==> src/rtl/core/pdrm_pkg.sv <==
// Shared types, codes and constants for the pump dry-run emergency monitor.
package pdrm_pkg;

    localparam int unsigned LEVEL_W   = 10;
    localparam int unsigned TIME_W    = 32;
    localparam int unsigned COUNT_W   = 8;
    localparam int unsigned TIMEOUT_W = 16;
    localparam int unsigned LIMIT_W   = 26;  // 65535 s in ms fits in 26 bits
    localparam int unsigned PADDR_W   = 5;
    localparam int unsigned PDATA_W   = 32;

    localparam logic [LIMIT_W-1:0] MS_PER_S          = LIMIT_W'(1000);
    localparam logic [TIME_W-1:0]  LONG_PRESS_MS     = TIME_W'(3000);
    localparam logic [TIME_W-1:0]  ROTATION_GUARD_MS = TIME_W'(200);

    localparam logic [TIMEOUT_W-1:0] DRY_TIMEOUT_RST = TIMEOUT_W'(60);
    localparam logic [LEVEL_W-1:0]   MIN_CHANGE_RST  = LEVEL_W'(2);
    localparam logic [COUNT_W-1:0]   FAIL_LIMIT_RST  = COUNT_W'(3);
    localparam logic [LEVEL_W-1:0]   LEVEL_MIN_RST   = LEVEL_W'(0);
    localparam logic [LEVEL_W-1:0]   LEVEL_MAX_RST   = LEVEL_W'(1023);

    localparam logic REQ_CHECK = 1'b0;
    localparam logic REQ_RESET = 1'b1;

    typedef enum logic [2:0] {
        REG_DRY_TIMEOUT = 3'd0,
        REG_MIN_CHANGE  = 3'd1,
        REG_FAIL_LIMIT  = 3'd2,
        REG_TANK1_MIN   = 3'd3,
        REG_TANK1_MAX   = 3'd4,
        REG_TANK2_MIN   = 3'd5,
        REG_TANK2_MAX   = 3'd6
    } reg_idx_t;

    typedef enum logic [1:0] {
        EXIT_NONE   = 2'd0,
        EXIT_LEVELS = 2'd1,
        EXIT_PRESS  = 2'd2
    } exit_cause_t;

    typedef struct packed {
        logic [LIMIT_W-1:0] limit_ms;
        logic [LEVEL_W-1:0] min_change;
        logic [COUNT_W-1:0] fail_limit;
        logic [LEVEL_W-1:0] tank1_min;
        logic [LEVEL_W-1:0] tank1_max;
        logic [LEVEL_W-1:0] tank2_min;
        logic [LEVEL_W-1:0] tank2_max;
    } cfg_t;

    typedef struct packed {
        logic        emergency_active;
        logic        dry_run_pump1;
        logic        dry_run_pump2;
        exit_cause_t exit_cause;
        logic        relays_off;
    } res_t;

endpackage

==> src/rtl/core/pdrm_item_if.sv <==
// Input channel carrying one check or reset item per beat.
interface pdrm_item_if;
    logic        valid;
    logic        ready;
    logic        req_type;
    logic [31:0] now_ms;
    logic        pump1_on;
    logic        pump2_on;
    logic [9:0]  tank1_level;
    logic [9:0]  tank2_level;
    logic        button_pressed;
    logic [31:0] last_rotation_ms;

    modport source (
        output valid, req_type, now_ms, pump1_on, pump2_on, tank1_level, tank2_level,
               button_pressed, last_rotation_ms,
        input  ready
    );
    modport sink (
        input  valid, req_type, now_ms, pump1_on, pump2_on, tank1_level, tank2_level,
               button_pressed, last_rotation_ms,
        output ready
    );
endinterface

==> src/rtl/core/pdrm_result_if.sv <==
// Output channel carrying one result per beat.
interface pdrm_result_if;
    logic       valid;
    logic       ready;
    logic       emergency_active;
    logic       dry_run_pump1;
    logic       dry_run_pump2;
    logic [1:0] exit_cause;
    logic       relays_off;

    modport source (
        output valid, emergency_active, dry_run_pump1, dry_run_pump2, exit_cause, relays_off,
        input  ready
    );
    modport sink (
        input  valid, emergency_active, dry_run_pump1, dry_run_pump2, exit_cause, relays_off,
        output ready
    );
endinterface

==> src/rtl/core/pdrm_cfg.sv <==
// APB register bank holding the monitor thresholds and timeout.
module pdrm_cfg
    import pdrm_pkg::*;
(
    input  logic               clk,
    input  logic               rst_n,
    input  logic               psel,
    input  logic               penable,
    input  logic               pwrite,
    input  logic [PADDR_W-1:0] paddr,
    input  logic [PDATA_W-1:0] pwdata,
    output logic [PDATA_W-1:0] prdata,
    output cfg_t               cfg
);

    logic [TIMEOUT_W-1:0] dry_timeout_reg;
    logic [LIMIT_W-1:0]   limit_ms_reg;
    logic [LEVEL_W-1:0]   min_change_reg;
    logic [COUNT_W-1:0]   fail_limit_reg;
    logic [LEVEL_W-1:0]   tank1_min_reg;
    logic [LEVEL_W-1:0]   tank1_max_reg;
    logic [LEVEL_W-1:0]   tank2_min_reg;
    logic [LEVEL_W-1:0]   tank2_max_reg;
    logic                 wr_en;
    logic [2:0]           idx;
    logic [LIMIT_W-1:0]   limit_ms_next;

    assign wr_en = psel && penable && pwrite;
    assign idx   = paddr[PADDR_W-1:2];
    // timeout converted to ms once, at write time
    assign limit_ms_next = LIMIT_W'(pwdata[TIMEOUT_W-1:0]) * MS_PER_S;

    always_ff @(posedge clk or negedge rst_n)
    begin
        if (!rst_n)
        begin
            dry_timeout_reg <= DRY_TIMEOUT_RST;
            limit_ms_reg    <= LIMIT_W'(DRY_TIMEOUT_RST) * MS_PER_S;
            min_change_reg  <= MIN_CHANGE_RST;
            fail_limit_reg  <= FAIL_LIMIT_RST;
            tank1_min_reg   <= LEVEL_MIN_RST;
            tank1_max_reg   <= LEVEL_MAX_RST;
            tank2_min_reg   <= LEVEL_MIN_RST;
            tank2_max_reg   <= LEVEL_MAX_RST;
        end
        else if (wr_en)
        begin
            unique case (idx)
                REG_DRY_TIMEOUT:
                begin
                    dry_timeout_reg <= pwdata[TIMEOUT_W-1:0];
                    limit_ms_reg    <= limit_ms_next;
                end
                REG_MIN_CHANGE: min_change_reg <= pwdata[LEVEL_W-1:0];
                REG_FAIL_LIMIT: fail_limit_reg <= pwdata[COUNT_W-1:0];
                REG_TANK1_MIN:  tank1_min_reg  <= pwdata[LEVEL_W-1:0];
                REG_TANK1_MAX:  tank1_max_reg  <= pwdata[LEVEL_W-1:0];
                REG_TANK2_MIN:  tank2_min_reg  <= pwdata[LEVEL_W-1:0];
                REG_TANK2_MAX:  tank2_max_reg  <= pwdata[LEVEL_W-1:0];
                default: ;
            endcase
        end
    end

    always_comb
    begin
        unique case (idx)
            REG_DRY_TIMEOUT: prdata = PDATA_W'(dry_timeout_reg);
            REG_MIN_CHANGE:  prdata = PDATA_W'(min_change_reg);
            REG_FAIL_LIMIT:  prdata = PDATA_W'(fail_limit_reg);
            REG_TANK1_MIN:   prdata = PDATA_W'(tank1_min_reg);
            REG_TANK1_MAX:   prdata = PDATA_W'(tank1_max_reg);
            REG_TANK2_MIN:   prdata = PDATA_W'(tank2_min_reg);
            REG_TANK2_MAX:   prdata = PDATA_W'(tank2_max_reg);
            default:         prdata = '0;
        endcase
    end

    assign cfg.limit_ms   = limit_ms_reg;
    assign cfg.min_change = min_change_reg;
    assign cfg.fail_limit = fail_limit_reg;
    assign cfg.tank1_min  = tank1_min_reg;
    assign cfg.tank1_max  = tank1_max_reg;
    assign cfg.tank2_min  = tank2_min_reg;
    assign cfg.tank2_max  = tank2_max_reg;

endmodule

==> src/rtl/core/pdrm_lane.sv <==
// One pump lane: start capture, timeout check and failure counting.
module pdrm_lane
    import pdrm_pkg::*;
(
    input  logic               clk,
    input  logic               rst_n,
    input  logic               check,
    input  logic               pump_on,
    input  logic [LEVEL_W-1:0] level,
    input  logic [TIME_W-1:0]  now_ms,
    input  cfg_t               cfg,
    output logic               dry_run
);

    logic               active_reg,      active_next;
    logic [LEVEL_W-1:0] start_level_reg, start_level_next;
    logic [TIME_W-1:0]  start_time_reg,  start_time_next;
    logic [COUNT_W-1:0] fail_count_reg,  fail_count_next;
    logic [TIME_W-1:0]  elapsed;
    logic [LEVEL_W-1:0] delta;
    logic [COUNT_W-1:0] fail_inc;

    assign elapsed  = now_ms - start_time_reg;
    assign delta    = (level >= start_level_reg) ? level - start_level_reg
                                                 : start_level_reg - level;
    assign fail_inc = (fail_count_reg == {COUNT_W{1'b1}}) ? fail_count_reg
                                                          : fail_count_reg + 1'b1;

    always_comb
    begin
        active_next      = active_reg;
        start_level_next = start_level_reg;
        start_time_next  = start_time_reg;
        fail_count_next  = fail_count_reg;
        dry_run          = 1'b0;
        if (check)
        begin
            if (!pump_on)
            begin
                if (active_reg)
                begin
                    active_next     = 1'b0;
                    fail_count_next = '0;
                end
            end
            else if (!active_reg)
            begin
                active_next      = 1'b1;
                start_level_next = level;
                start_time_next  = now_ms;
                fail_count_next  = '0;
            end
            else if (elapsed >= TIME_W'(cfg.limit_ms))
            begin
                if (delta < cfg.min_change)
                begin
                    fail_count_next = fail_inc;
                    if (fail_inc >= cfg.fail_limit)
                    begin
                        active_next = 1'b0;
                        dry_run     = 1'b1;
                    end
                end
                else
                begin
                    fail_count_next = '0;
                end
            end
        end
    end

    always_ff @(posedge clk or negedge rst_n)
    begin
        if (!rst_n)
        begin
            active_reg      <= 1'b0;
            start_level_reg <= '0;
            start_time_reg  <= '0;
            fail_count_reg  <= '0;
        end
        else
        begin
            active_reg      <= active_next;
            start_level_reg <= start_level_next;
            start_time_reg  <= start_time_next;
            fail_count_reg  <= fail_count_next;
        end
    end

endmodule

==> src/rtl/core/pdrm_merge.sv <==
// Merge stage: emergency latch, exit checks, press timer and result register.
module pdrm_merge
    import pdrm_pkg::*;
(
    input  logic               clk,
    input  logic               rst_n,
    input  logic               accept,
    input  logic               req_type,
    input  logic [TIME_W-1:0]  now_ms,
    input  logic [LEVEL_W-1:0] tank1_level,
    input  logic [LEVEL_W-1:0] tank2_level,
    input  logic               button_pressed,
    input  logic [TIME_W-1:0]  last_rotation_ms,
    input  logic               dry1,
    input  logic               dry2,
    input  cfg_t               cfg,
    input  logic               res_ready,
    output logic               res_valid,
    output res_t               res
);

    logic              emergency_reg, emergency_next;
    logic              press_held_reg, press_held_next;
    logic [TIME_W-1:0] press_start_reg, press_start_next;
    logic              valid_reg, valid_next;
    res_t              res_reg, res_next;
    logic              ok1, ok2;
    logic              guard_clear;
    logic              long_press;

    assign ok1 = (tank1_level >= cfg.tank1_min) && (tank1_level <= cfg.tank1_max);
    assign ok2 = (tank2_level >= cfg.tank2_min) && (tank2_level <= cfg.tank2_max);
    assign guard_clear = (now_ms - last_rotation_ms) >= ROTATION_GUARD_MS;
    assign long_press  = (now_ms - press_start_reg) >= LONG_PRESS_MS;

    always_comb
    begin
        emergency_next   = emergency_reg;
        press_held_next  = press_held_reg;
        press_start_next = press_start_reg;
        res_next         = '0;
        res_next.exit_cause = EXIT_NONE;
        if (req_type == REQ_CHECK)
        begin
            res_next.dry_run_pump1 = dry1;
            res_next.dry_run_pump2 = dry2;
            if (dry1 || dry2)
            begin
                emergency_next      = 1'b1;
                res_next.relays_off = 1'b1;
            end
        end
        else
        begin
            if (emergency_reg && ok1 && ok2)
            begin
                emergency_next      = 1'b0;
                res_next.relays_off = 1'b1;
                res_next.exit_cause = EXIT_LEVELS;
            end
            if (button_pressed)
            begin
                if (guard_clear)
                begin
                    if (!press_held_reg)
                    begin
                        press_held_next  = 1'b1;
                        press_start_next = now_ms;
                    end
                    else if (long_press)
                    begin
                        emergency_next      = 1'b0;
                        res_next.relays_off = 1'b1;
                        res_next.exit_cause = EXIT_PRESS;
                        press_held_next     = 1'b0;
                        press_start_next    = '0;
                    end
                end
            end
            else
            begin
                press_held_next  = 1'b0;
                press_start_next = '0;
            end
        end
        res_next.emergency_active = emergency_next;
    end

    always_comb
    begin
        if (accept)
            valid_next = 1'b1;
        else if (res_ready)
            valid_next = 1'b0;
        else
            valid_next = valid_reg;
    end

    always_ff @(posedge clk or negedge rst_n)
    begin
        if (!rst_n)
        begin
            emergency_reg   <= 1'b0;
            press_held_reg  <= 1'b0;
            press_start_reg <= '0;
            valid_reg       <= 1'b0;
        end
        else
        begin
            valid_reg <= valid_next;
            if (accept)
            begin
                emergency_reg   <= emergency_next;
                press_held_reg  <= press_held_next;
                press_start_reg <= press_start_next;
            end
        end
    end

    always_ff @(posedge clk)
    begin
        if (accept)
            res_reg <= res_next;
    end

    assign res_valid = valid_reg;
    assign res       = res_reg;

endmodule

==> src/rtl/core/pump_dry_run_emergency_monitor.sv <==
// Top level of the two-pump dry-run monitor with emergency latch.
// Channels: item (sink) takes check or reset items, result (source) gives one
// result beat per item; an APB-style port holds the thresholds and timeout.
// Each accepted item is judged in the cycle it is taken: the two pump lanes
// run side by side and the merge stage updates the latch and registers the
// result, which is offered in the cycle after acceptance.
// Throughput is one item per cycle while results are taken; the result register is the only stage.
// item.ready is high whenever the result register is empty or being drained
// in the same cycle, so a stalled receiver holds the pending result and
// blocks further items until it is taken.
// Reset clears all lane and latch state, empties the result register and
// loads the register defaults; no clearing pass is needed.
// The user must write configuration only while no item is in flight; the block does not enforce it.
module pump_dry_run_emergency_monitor
    import pdrm_pkg::*;
(
    input  logic               clk,
    input  logic               rst_n,
    input  logic               psel,
    input  logic               penable,
    input  logic               pwrite,
    input  logic [PADDR_W-1:0] paddr,
    input  logic [PDATA_W-1:0] pwdata,
    output logic [PDATA_W-1:0] prdata,
    output logic               pready,
    pdrm_item_if.sink          item,
    pdrm_result_if.source      result
);

    cfg_t cfg;
    logic accept;
    logic check;
    logic dry1, dry2;
    logic res_valid;
    res_t res;

    assign pready     = 1'b1;
    assign item.ready = !res_valid || result.ready;
    assign accept     = item.valid && item.ready;
    assign check      = accept && (item.req_type == REQ_CHECK);

    pdrm_cfg u_cfg (
        .clk    (clk),
        .rst_n  (rst_n),
        .psel   (psel),
        .penable(penable),
        .pwrite (pwrite),
        .paddr  (paddr),
        .pwdata (pwdata),
        .prdata (prdata),
        .cfg    (cfg)
    );

    pdrm_lane u_lane1 (
        .clk    (clk),
        .rst_n  (rst_n),
        .check  (check),
        .pump_on(item.pump1_on),
        .level  (item.tank1_level),
        .now_ms (item.now_ms),
        .cfg    (cfg),
        .dry_run(dry1)
    );

    pdrm_lane u_lane2 (
        .clk    (clk),
        .rst_n  (rst_n),
        .check  (check),
        .pump_on(item.pump2_on),
        .level  (item.tank2_level),
        .now_ms (item.now_ms),
        .cfg    (cfg),
        .dry_run(dry2)
    );

    pdrm_merge u_merge (
        .clk             (clk),
        .rst_n           (rst_n),
        .accept          (accept),
        .req_type        (item.req_type),
        .now_ms          (item.now_ms),
        .tank1_level     (item.tank1_level),
        .tank2_level     (item.tank2_level),
        .button_pressed  (item.button_pressed),
        .last_rotation_ms(item.last_rotation_ms),
        .dry1            (dry1),
        .dry2            (dry2),
        .cfg             (cfg),
        .res_ready       (result.ready),
        .res_valid       (res_valid),
        .res             (res)
    );

    assign result.valid            = res_valid;
    assign result.emergency_active = res.emergency_active;
    assign result.dry_run_pump1    = res.dry_run_pump1;
    assign result.dry_run_pump2    = res.dry_run_pump2;
    assign result.exit_cause       = res.exit_cause;
    assign result.relays_off       = res.relays_off;

`ifndef NO_ASSERTIONS
    a_dry_latches: assert property (@(posedge clk) disable iff (!rst_n)
        result.valid && (result.dry_run_pump1 || result.dry_run_pump2)
        |-> result.relays_off && result.emergency_active)
        else $error("dry run without emergency latch or relay pulse");

    a_exit_clears: assert property (@(posedge clk) disable iff (!rst_n)
        result.valid && (result.exit_cause != EXIT_NONE)
        |-> result.relays_off && !result.emergency_active)
        else $error("emergency exit without clearing latch");

    a_no_overwrite: assert property (@(posedge clk) disable iff (!rst_n)
        result.valid && !result.ready |-> !accept)
        else $error("item accepted over a pending result");

    a_exit_on_reset_only: assert property (@(posedge clk) disable iff (!rst_n)
        accept && (item.req_type == REQ_CHECK)
        |=> result.exit_cause == EXIT_NONE)
        else $error("exit cause reported for a check item");
`endif

endmodule
==> src/flat_wrapper.sv <==
// flat-port wrapper written by rule: the top's interface ports become plain ports
module pump_dry_run_emergency_monitor_flat import pdrm_pkg::*;
  (clk, rst_n, psel, penable, pwrite, paddr, pwdata, prdata, pready, item_valid, item_req_type, item_now_ms, item_pump1_on, item_pump2_on, item_tank1_level, item_tank2_level, item_button_pressed, item_last_rotation_ms, item_ready, result_valid, result_emergency_active, result_dry_run_pump1, result_dry_run_pump2, result_exit_cause, result_relays_off, result_ready);
  pdrm_item_if item_i ();
  pdrm_result_if result_i ();
  input  logic clk;
  input  logic rst_n;
  input  logic psel;
  input  logic penable;
  input  logic pwrite;
  input  logic [PADDR_W-1:0] paddr;
  input  logic [PDATA_W-1:0] pwdata;
  output logic [PDATA_W-1:0] prdata;
  output logic pready;
  input wire logic [$bits(item_i.valid)-1:0] item_valid;
  input wire logic [$bits(item_i.req_type)-1:0] item_req_type;
  input wire logic [$bits(item_i.now_ms)-1:0] item_now_ms;
  input wire logic [$bits(item_i.pump1_on)-1:0] item_pump1_on;
  input wire logic [$bits(item_i.pump2_on)-1:0] item_pump2_on;
  input wire logic [$bits(item_i.tank1_level)-1:0] item_tank1_level;
  input wire logic [$bits(item_i.tank2_level)-1:0] item_tank2_level;
  input wire logic [$bits(item_i.button_pressed)-1:0] item_button_pressed;
  input wire logic [$bits(item_i.last_rotation_ms)-1:0] item_last_rotation_ms;
  output wire logic [$bits(item_i.ready)-1:0] item_ready;
  output wire logic [$bits(result_i.valid)-1:0] result_valid;
  output wire logic [$bits(result_i.emergency_active)-1:0] result_emergency_active;
  output wire logic [$bits(result_i.dry_run_pump1)-1:0] result_dry_run_pump1;
  output wire logic [$bits(result_i.dry_run_pump2)-1:0] result_dry_run_pump2;
  output wire logic [$bits(result_i.exit_cause)-1:0] result_exit_cause;
  output wire logic [$bits(result_i.relays_off)-1:0] result_relays_off;
  input wire logic [$bits(result_i.ready)-1:0] result_ready;
  assign item_i.valid = item_valid;
  assign item_i.req_type = item_req_type;
  assign item_i.now_ms = item_now_ms;
  assign item_i.pump1_on = item_pump1_on;
  assign item_i.pump2_on = item_pump2_on;
  assign item_i.tank1_level = item_tank1_level;
  assign item_i.tank2_level = item_tank2_level;
  assign item_i.button_pressed = item_button_pressed;
  assign item_i.last_rotation_ms = item_last_rotation_ms;
  assign item_ready = item_i.ready;
  assign result_valid = result_i.valid;
  assign result_emergency_active = result_i.emergency_active;
  assign result_dry_run_pump1 = result_i.dry_run_pump1;
  assign result_dry_run_pump2 = result_i.dry_run_pump2;
  assign result_exit_cause = result_i.exit_cause;
  assign result_relays_off = result_i.relays_off;
  assign result_i.ready = result_ready;
  pump_dry_run_emergency_monitor u_core (.clk(clk), .rst_n(rst_n), .psel(psel), .penable(penable), .pwrite(pwrite), .paddr(paddr), .pwdata(pwdata), .prdata(prdata), .pready(pready), .item(item_i), .result(result_i));
endmodule
==> config.mk <==
export PLATFORM = sky130hd
export DESIGN_NAME = pump_dry_run_emergency_monitor_flat
export DESIGN_NICKNAME = d
export VERILOG_FILES = /design/src/rtl/core/pdrm_pkg.sv /design/src/rtl/core/pdrm_item_if.sv /design/src/rtl/core/pdrm_result_if.sv /design/src/rtl/core/pdrm_cfg.sv /design/src/rtl/core/pdrm_lane.sv /design/src/rtl/core/pdrm_merge.sv /design/src/rtl/core/pump_dry_run_emergency_monitor.sv /design/src/flat_wrapper.sv
export SDC_FILE = /design/constraint.sdc
export NUM_CORES = 1
export LEC_CHECK = 0
export BUFFER_PORTS_ARGS = -buffer_cell sky130_fd_sc_hd__buf_2
export CAP_MARGIN = 20
export CORE_MARGIN = 4
export CORE_UTILIZATION = 50
export CTS_CLUSTER_DIAMETER = 150
export DETAILED_ROUTE_END_ITERATION = 6
export GPL_ROUTABILITY_DRIVEN = 0
export HOLD_SLACK_MARGIN = 0.12
export PLACE_DENSITY_LB_ADDON = 0.08
export SLEW_MARGIN = 10
export SYNTH_ARGS = -nofsm -noshare
export SYNTH_HDL_FRONTEND = slang
export SYNTH_HIERARCHICAL = 1
export SYNTH_SLANG_ARGS = --single-unit
==> constraint.sdc <==
create_clock -name clk -period 5.2 [get_ports clk]
set_clock_uncertainty 0.15 [all_clocks]
set_input_delay 1.56 -clock clk [delete_from_list [all_inputs] [get_ports clk]]
set_output_delay 1.56 -clock clk [all_outputs]
set_load 0.005 [all_outputs]
* Word level (Yosys, flattened, before mapping)
Cells that the tools add are included.
** Operators by class
- Add/sub/neg operators :: 10
- Multipliers :: 1
- Div/mod/pow operators :: 0
- $lt $le $gt $ge :: 14
- Equal/unequal tests :: 12
- Shifts and indexed selects :: 0
- Muxes and demuxes :: 61
- Bitwise gates (word level) :: 3
- Reduce and logical (&&, ||, !) cells :: 28
** Operator list (count)
- $mux 32 :: 4
- $sub 32x32->32 :: 4
- $pmux 16 s7 :: 1
- $mux 8 :: 12
- $ge 32x26->1 :: 2
- $ge 10x10->1 :: 4
- $sub 10x10->10 :: 4
- $mux 1 :: 37
- $ge 32x12->1 const B :: 1
- $ge 32x8->1 const B :: 1
- $mul 16x7->23 const B :: 1
- $le 10x10->1 :: 2
- $lt 10x10->1 :: 2
- $mux 10 :: 2
- $add 8x1->8 const B :: 2
- $eq 8x8->1 const B :: 2
- $ge 8x8->1 :: 2
- $reduce_and 3->1 :: 5
- $reduce_and 2->1 :: 7
- $mux 3 :: 4
- $eq 3x3->1 const B :: 3
- $ne 3x2->1 const B :: 3
- $logic_and 1x1->1 :: 8
- $eq 3x2->1 const B :: 2
- 9 further kinds :: 14
** Word-level totals
- Register bits after elaboration :: 240
- Latch bits :: 0
- Memory bits (writable) :: 0
- ROM bits :: 0
- Input bits :: 132
- Output and inout bits :: 41
- Word-level logic and storage cells :: 154
- Memories :: 0

* Depth between registers and ports, before layout
- Word-level depth :: 12
- Mapped depth :: 27
- Depth with buffers taken out :: 27

* Cells and area by module
The synthesis kept the hierarchy.
** Modules (own cells, without submodules)
- pdrm_merge :: instances 1, cells each 946, area an instance 7383.3 sq um, seq. area each 1056.0 sq um
- pdrm_cfg :: instances 1, cells each 684, area an instance 6991.7 sq um, seq. area each 2419.8 sq um
- pdrm_lane at u_core.u_lane2 :: instances 1, cells each 739, area an instance 6144.6 sq um, seq. area each 1276.2 sq um
- pdrm_lane at u_core.u_lane1 :: instances 1, cells each 702, area an instance 5788.1 sq um, seq. area each 1276.2 sq um
- pump_dry_run_emergency_monitor :: instances 1, cells each 5, area an instance 40.0 sq um, seq. area each 0.0 sq um

* Worst setup path before layout
Ideal clock, no wire load.
- Path kind :: input to register
- Start point :: input port item_tank2_level[0]
- End point :: register u_core.u_merge.res_reg, in the netlist u_core/u_merge/res[0] (data pin)
- Setup time :: 0.259 ns
- Arrival time :: 5.972 ns
- Setup slack :: -1.181 ns
- Stages :: 26
- Path buffers :: 2
- Cells stage by stage :: inv_1 -> ha_1 -> inv_1 -> fa_1 -> a21o_1 -> a21o_1 -> a21o_1 -> a21oi_1 -> a21oi_1 -> o41ai_2 -> buf_2 -> mux2_2 -> ha_1 -> a21boi_0 -> o21a_1 -> o21a_1 -> o21ai_0 -> a21oi_1 -> o21ai_0 -> and2_1 -> buf_4 -> nand2_1 -> nor3_1 -> nor2b_1 -> or2_2 -> or2_1
** RTL lines
- start, declared :: line flat_wrapper.sv:21 : input wire logic [$bits(item_i.tank2_level)-1:0] item_tank2_level;
- end signal, assigned :: line pdrm_merge.sv:123 : res_reg <= res_next;
- end, declared :: line pdrm_merge.sv:26 : res_t res_reg, res_next;

==> flow_summary.toml <==
[worst_setup_path]
rr_startpoint = "u_core/u_lane1/start_time_reg[0]$_DFFE_PN0P_"
worstSetupPathType = "in -> reg"
reg2reg_to = "u_core/u_merge/res[0]$_DFFE_PP_"
cp_max_fo = 3
cp-start-kind = "primary input"
cp_slowest_cell = "fa_2"
reg2reg_slack_ns = -0.08
crit_path_frequent_cell = "a21oi_2"
path_buf_inv = 5
cpLargestDelayFamily = "compound AO/OA/AOI/OAI gates"
worstSetupStartpoint = "item_now_ms[0]"
cp.required_ns = 5.39
arrival_ns = 6.20
worstSetupEndpoint = "u_core/u_merge/res[0]$_DFFE_PP_"
max_stage_delay_ns = 0.38
r2r_cells = 24
worstSetupEndpointType = "flop"
worst-path-stages = 25

[global_routing]
grtUsageTotal = 0.299
grt_antenna_before_repair = 0
grt_overflow = 0
grt_pass1_wl_um = 138000
grt_max_degree = 99
grt_pass1_vias = 26100

[sta]
finalCritPeriodShare = 1.16
fin_crit_ns = 6.01
rsz0062_at_grt = "yes"
worst_slack_ns = -0.813
hold_viol_final = 0
finalSetupTns_ns = -23.03
finalSetupViolCount = 58
tightest_slew_ns = 1.03
slew_viol_final = 0
fmax_mhz = 166
slew_headroom = 0.310
hold_ws_ns = 0.322

[cts]
cts_hold_buf = 0
clk_latency_ns = 0.59
cts_tree = "done"
htreeDepth = 1
clock_sinks = 238
cts_root_buf = "clkbuf_16"
clk_path_buf_depth = 3
numCtsBuffers = 30
clk_pin_slew_ns = 0.06

[floorplan]
initial_core_util = 0.509
coreArea_um2 = 51700
num_io_pins = 173
dieHeight_um = 238
die_area_um2 = 56400
rows = 83
fp.dieW_um = 238

[logic_synthesis]
synth-seq-area-share = 0.229
synthCells = 3076
yosysWarningCount = 6
synth.most_common_cell = "inv_1"
synth_edf_count = 6
synth_flop_cell = "dfrtp_1"
synth_area_leaders = "dfrtp_1, ha_1, inv_1"
netlist.area_leader.share = 0.188
async_flop_share = 0.975
ys_seq_elements = 238
post_synth_num_cell_types = 119
syn-cell-area_um2 = 26300
avgSynthCellArea_um2 = 8.57
synth_top_cell_by_area = "dfrtp_1"
synthTopCellsByCount = "inv_1, ha_1, nand2_1, a21oi_1, dfrtp_1"

[power]
total_leakage_power_nw = 16.7
ir_drop_uv = 420
power_density_nw_per_um2 = 531
power_mw = 18.3

[layout]
nets = 4333
drive_gt1_frac = 0.329
areaGrowthSynthToFinish_pct = 30.6
stdcell_area_um2 = 34400
instances_no_fill = 4500
antenna_cells = 0
nFillCells = 4305

[hold_path]
holdPathStages = 2
min_from = "u_core/u_cfg/limit_ms_reg[11]$_DFFE_PN1P_"
min_path_type = "reg -> reg"

[route]
antenna_left = 0
wl_um = 87400
wl_per_cell_um = 19.4
drc_errors = 0
viasPerCell = 5.76
dr.pass1.iters = 6
dr.first_iter.drc_count = 2184
dr_total_vias = 25900

[placement]
hpwl_um = 70300
io_buffers = 137
post_dp_cell_area_um2 = 32400
dpl.cell_count = 4405

[run]
maxCapViolCount = 0

[outcome]
violations = "setup timing"
status = "finished, violations left"
[cell families (layout without fill, tap and decap cells)]
family	count (synthesis)	after routing	share of synthesized area
AO/OA/AOI/OAI	897	897	0.236
multiplexers	151	151	0.0643
adder cells (fa/ha/maj)	405	405	0.209
AND/OR/NAND/NOR	716	716	0.134
XOR/XNOR	120	120	0.0399
flip-flops	238	238	0.229
buffers and inverters	547	1273	0.0869
other	2	20	0.000285
[worst register-to-register path: stages, from the launching register on]
cell      delay [ns]
dfrtp_1         0.42
ha_4            0.16
inv_2           0.04
fa_2            0.36
a21o_1          0.21
a221oi_4        0.35
o21ai_2         0.10
a221o_2         0.42
a21oi_2         0.18
buf_4           0.13
xnor2_2         0.06
ha_2            0.16
a21o_1          0.16
a31o_2          0.21
a221oi_2        0.23
o21ai_1         0.10
o21ai_1         0.14
o2111a_1        0.19
and4b_4         0.30
nand2_2         0.07
o211ai_1        0.17
nor2_2          0.12
nor2b_4         0.15
or2_4           0.24
or2_1           0.21
[metal layers]
layer	track usage	up-vias	routed length [µm]
li1	-	12300	-
met1	0.428	12600	39700
met2	0.485	841	39500
met3	0.0339	170	5500
met4	0.0759	0	2600
met5	0	-	0
[stage by stage]
stage,worst slack [ns],utilization
detailed placement,-1.50,0.627
global route,-0.951,0.665
CTS,-0.665,0.659
finish,-0.813,0.665
global placement,-1.38,0.627
floorplan,-0.755,-
[report_power, final]
part           internal, mW  leakage (nW)  switching, mW
clock network          1.35         0.516          0.874
logic                  6.43          13.2           6.66
registers              2.47          2.93          0.471
total                  10.3          16.7           8.00
[cell type report]
cell class                      count  area (µm²)  area share
Tap cell                          680         851      0.0247
Sequential cell                   238        6030       0.175
Multi-Input combinational cell   2309       18900       0.550
Inverter                          423        1650      0.0478
Clock buffer                       39         815      0.0237
Timing Repair Buffer              794        5920       0.172
Clock inverter                     17         233     0.00676
[how the worst min path moves through the flow]
stage / endpoint / slack [ns]
floorplan: u_core/u_cfg/dry_timeout_reg[10]$_DFFE_PN0P_ / 0.29
global placement: u_core/u_cfg/dry_timeout_reg[10]$_DFFE_PN0P_ / 0.31
detailed placement: u_core/u_cfg/limit_ms_reg[11]$_DFFE_PN1P_ / 0.31
CTS: u_core/u_cfg/limit_ms_reg[11]$_DFFE_PN1P_ / 0.32
global route: u_core/u_cfg/limit_ms_reg[11]$_DFFE_PN1P_ / 0.34
finish: u_core/u_cfg/limit_ms_reg[11]$_DFFE_PN1P_ / 0.32
[layout by cell type, fill, tap and decap left out, types with 50 or more instances in the layout]
cell,count
dfrtp_1,198
fa_1,52
a21o_1,90
buf_4,624
inv_1,406
nor2_1,121
buf_2,135
nand2_1,265
a21oi_1,192
mux2_2,109
ha_1,325
nand3_1,50
o21ai_0,175
xnor2_1,75
[timing repair]
action	in CTS	in global routing
gates cloned	4	0
hold endpoints to repair	0	0
endpoints found under the setup margin	58	61
buffers inserted	22	17
pin swaps	44	50
resized for setup	90	52
(Power assumes the default switching activity.)
